### src/rtl/irpm_pkg.sv
// Package with the sizes, codes and shared types of the pulse template matcher.
package irpm_pkg;

  // Template count and depth are powers of two so that the store address is {slot, position}.
  localparam int TEMPLATES     = 16;
  localparam int MAX_PULSES    = 64;
  localparam int DURATION_BITS = 16;

  localparam int SLOT_W  = $clog2(TEMPLATES);
  localparam int POS_W   = $clog2(MAX_PULSES);
  localparam int ADDR_W  = SLOT_W + POS_W;
  localparam int CNT_W   = SLOT_W + 1;
  localparam int LEN_W   = 7;
  localparam int SUM_W   = 17;
  localparam int TOL_W   = 10;
  localparam int MODE_W  = 2;
  localparam int SCORE_W = 16;

  localparam logic [MODE_W-1:0] MODE_WORD  = 2'd0;
  localparam logic [MODE_W-1:0] MODE_LEN   = 2'd1;
  localparam logic [MODE_W-1:0] MODE_PULSE = 2'd2;

  localparam logic CFG_TOLERANCE  = 1'b0;
  localparam logic CFG_MIN_PULSES = 1'b1;

  localparam logic [TOL_W-1:0]   TOL_RESET  = 10'd100;
  localparam logic [LEN_W-1:0]   MINP_RESET = 7'd5;
  localparam logic [SUM_W-1:0]   SUM_MAX    = 17'h1FFFF;
  localparam logic [SCORE_W-1:0] SCORE_TOP  = 16'hFFFF;

  typedef logic [DURATION_BITS-1:0] dur_t;
  typedef logic [SUM_W-1:0]         sum_t;
  typedef logic [LEN_W-1:0]         len_t;

  typedef enum logic {ALU_ACC, ALU_MUL} alu_op_t;

  typedef struct packed {
    alu_op_t          op;
    dur_t             pulse;
    dur_t             ref_word;
    sum_t             sum;
    len_t             seen;
    len_t             tlen;
    logic [TOL_W-1:0] tol;
  } alu_in_t;

endpackage

### src/rtl/irpm_alu.sv
// Shared arithmetic unit: saturating absolute-difference accumulate or tolerance bound.
module irpm_alu import irpm_pkg::*; (
  input  alu_in_t ai,
  output sum_t    res
);

  dur_t                 diff;
  logic [SUM_W:0]       acc;
  len_t                 overlap;

  always_comb begin
    diff    = (ai.pulse > ai.ref_word) ? (ai.pulse - ai.ref_word) : (ai.ref_word - ai.pulse);
    acc     = {1'b0, ai.sum} + (SUM_W + 1)'(diff);
    overlap = (ai.seen < ai.tlen) ? ai.seen : ai.tlen;
    case (ai.op)
      ALU_ACC: res = acc[SUM_W] ? SUM_MAX : acc[SUM_W-1:0];
      ALU_MUL: res = SUM_W'(overlap) * SUM_W'(ai.tol);
      default: res = '0;
    endcase
  end

endmodule

### config.mk
export PLATFORM = sky130hd
export DESIGN_NAME = irpm_alu
export DESIGN_NICKNAME = d
export VERILOG_FILES = /design/src/rtl/irpm_pkg.sv /design/src/rtl/irpm_alu.sv
export SDC_FILE = /design/constraint.sdc
export NUM_CORES = 1
export LEC_CHECK = 0
export BUFFER_PORTS_ARGS = -buffer_cell sky130_fd_sc_hd__clkbuf_2
export CAP_MARGIN = 20
export CORE_MARGIN = 10
export CORE_UTILIZATION = 60
export DETAILED_ROUTE_END_ITERATION = 8
export GPL_TIMING_DRIVEN = 0
export PLACE_DENSITY = 0.85
export SLEW_MARGIN = 25
export SYNTH_ARGS = -nofsm -noshare
export SYNTH_HDL_FRONTEND = slang
export SYNTH_SLANG_ARGS = --single-unit
### constraint.sdc
create_clock -name vclk -period 9.8
set_clock_uncertainty 0.05 [all_clocks]
set_input_delay 0.98 -clock vclk [all_inputs]
set_output_delay 0.98 -clock vclk [all_outputs]
set_load 0.005 [all_outputs]
==> summary.txt <==
Outcome - finished clean
Mapped Area - 0.00498 sq mm
CTS resizes - 0
Finished Core Util - 68.4%
FFs & Latches - 0
Synth top area cells - ha_1 (22%), fa_1 (17%), nor2b_1 (7.3%)
Synth top area share - 22.1%
Commonest cells post-synth - inv_1 (91), ha_1 (88), nor2b_1 (58)
Final GP Congestion - 0.942
Critical path fanouts, max - 10
Critical path arrival - 7550 ps
Most used cell, CP - fa_1
Largest area contributor in the netlist - ha_1
Headroom to the max-slew limit - 31.8%
Area of the multi-input gates - 0.00455 sq mm
Drt initial violations - 249
Vias in the first global route - 4942
# clk buffers - 0
DP HPWL - 11.6 mm
Critical path data required time - 8770 ps
Initial Utilization - 61.3%
DRT antenna net count - 0
Total Wirelength - 13.2 mm
# IOs - 91
Row count - 33
Via density - 5.82
Compound-Gate Fraction of Synth Area - 23.7%
Setup bufs post-CTS - 0
Synth Area in Simple Gates - 18.9%
Worst-Margin Slew - 995 ps
Max Cap Violations - 0
CP cell instances - clkbuf_2, inv_1, ha_1, a21o_1, a21o_1, a21oi_1, o21ai_2, mux2i_1, nor2b_1, fa_1, fa_1, fa_1, inv_1, fa_1, inv_1, ha_1, nand3_1, nor4b_1, or4_1, a22o_1, o41ai_2, xor2_1, a21oi_1, clkbuf_2
Unrepaired setup endpoints after global routing - no
CP max stage cell - mux2i_1
DR pass1 iterations - 5
Worst hold path type - input pin to output pin
# nets final - 931
Mux cell area share after synthesis - 3.14%
First-pass GRT wire length - 22.6 mm
Register area share after synthesis - 0%
Drc violations - 0
VDD IR max - 0.115 mV
Filler Cell Count - 702
Final Hold Fails - 0
Place WS - 1240 ps
Vias - 4829
Hold-fix buffers, CTS - 0
Fin crit share - 87.6%
Syn nets - 839
Area delta synth->final - 11.7%
Final Setup Violations - 0
Fin Setup TNS - 0 ps
Final Max Tran Viols - 0
Register area - 0 sq um
XOR/XNOR share of the synthesized area - 6.68%
Cells after Synth - 635
Synth warnings - 0
Critical path launch point type - input pin
FMAX - 116 MHz
Syn Area/Cell - 7.85 sq um
Hold Worst Slack - 2370 ps
# placed instances - 830
IO buf count - 90
Core area - 0.00813 sq mm
Final worst setup slack - 1220 ps
Critical path type - input pin to output pin
Crit path max-delay family - adder cells
Drt wl/cell - 15.9 microns
Grt ovf - 0
Combinational family with the most area after synthesis - adder cells
CP peak stage delay - 880 ps
Design area - 0.00557 sq mm
P_leak - 2.96 nW
Count leader, synth - inv_1
Worst Path Buf+Inv - 5
Pin count of the biggest net entering global routing - 11
Die ar. - 0.0124 sq mm
Overall Power - 1.09 mW
N_diodes - 0
Synth unique cells - 65
Initial antenna violation count - 0
Area post-placement - 0.00557 sq mm
Fraction of layout cells with a size suffix above 1 - 16.1%
Endpoint kind of the worst setup timing path - output pin
DIE HEIGHT - 111 microns
Total Routing Usage GR - 20.6%
Finished Layout Cells - 830
Minimum clock period - 8580 ps
Adder-cell share of the synthesized area - 39.0%
Pwr dens - 196 mW/mm^2
Die width - 111 microns
==> layout by cell type, fill, tap and decap left out, types with 3 or more instances in the layout <==
master and n:
inv_1 91, clkbuf_2 90, ha_1 88, nor2b_1 58, a21oi_1 51, fa_1 42, nor2_1 30, nand2_1 29
a21o_1 25, xnor2_1 24, o21ai_0 21, nand2b_1 14, xor2_1 14, nor3_1 12, mux2i_1 10, a211oi_1 9
o21bai_1 8, o21a_1 8, o21ai_1 7, buf_2 6, and2_1 6, a31oi_1 6, and3_1 5, nand3_1 5
buf_4 4, clkbuf_1 4, a21boi_0 4, nand4_1 3, a221oi_2 3
==> logic make-up (layout without fill, tap and decap cells) <==
family | count (synthesis) | in the layout
compound gates | 173 | 173
simple gates | 173 | 173
fa+ha+maj | 130 | 130
buf+inv | 107 | 197
xor+xnor | 38 | 38
mux | 14 | 14
==> metal layers <==
| metal | part of all wire, % | vias up | GRT usage, % |
|---|---|---|---|
| met3 | 7.4 | 11 | 2.27 |
| met1 | 43 | 2290 | 27.3 |
| met2 | 48 | 164 | 35.9 |
| li1 | - | 2364 | - |
| met4 | 0.97 | 0 | 2.66 |
| met5 | 0 | - | 0 |
==> final timing paths <==
check / cells after the start / endpoint / slack [ps] / startpoint
max: 24 / res[15] / 1220 / ai[11]
min: 4 / res[16] / 2370 / ai[40]
==> cell type report <==
type	instances	share of cell area, %
plain buffers	16	1.62
inverters	91	6.14
multi-input cells	528	81.8
well taps	105	2.36
repair buffers	90	8.09
==> worst min-delay path: stages <==
cell and delay, ps:
clkbuf_2 100, nor3_1 50, a211oi_1 160, clkbuf_2 140
==> power breakdown <==
group          internal, mW  switching, mW
registers                 0              0
logic                 0.471          0.621
clock network             0              0
total                 0.471          0.621
Note: power is estimated with default switching activity, not from simulation.
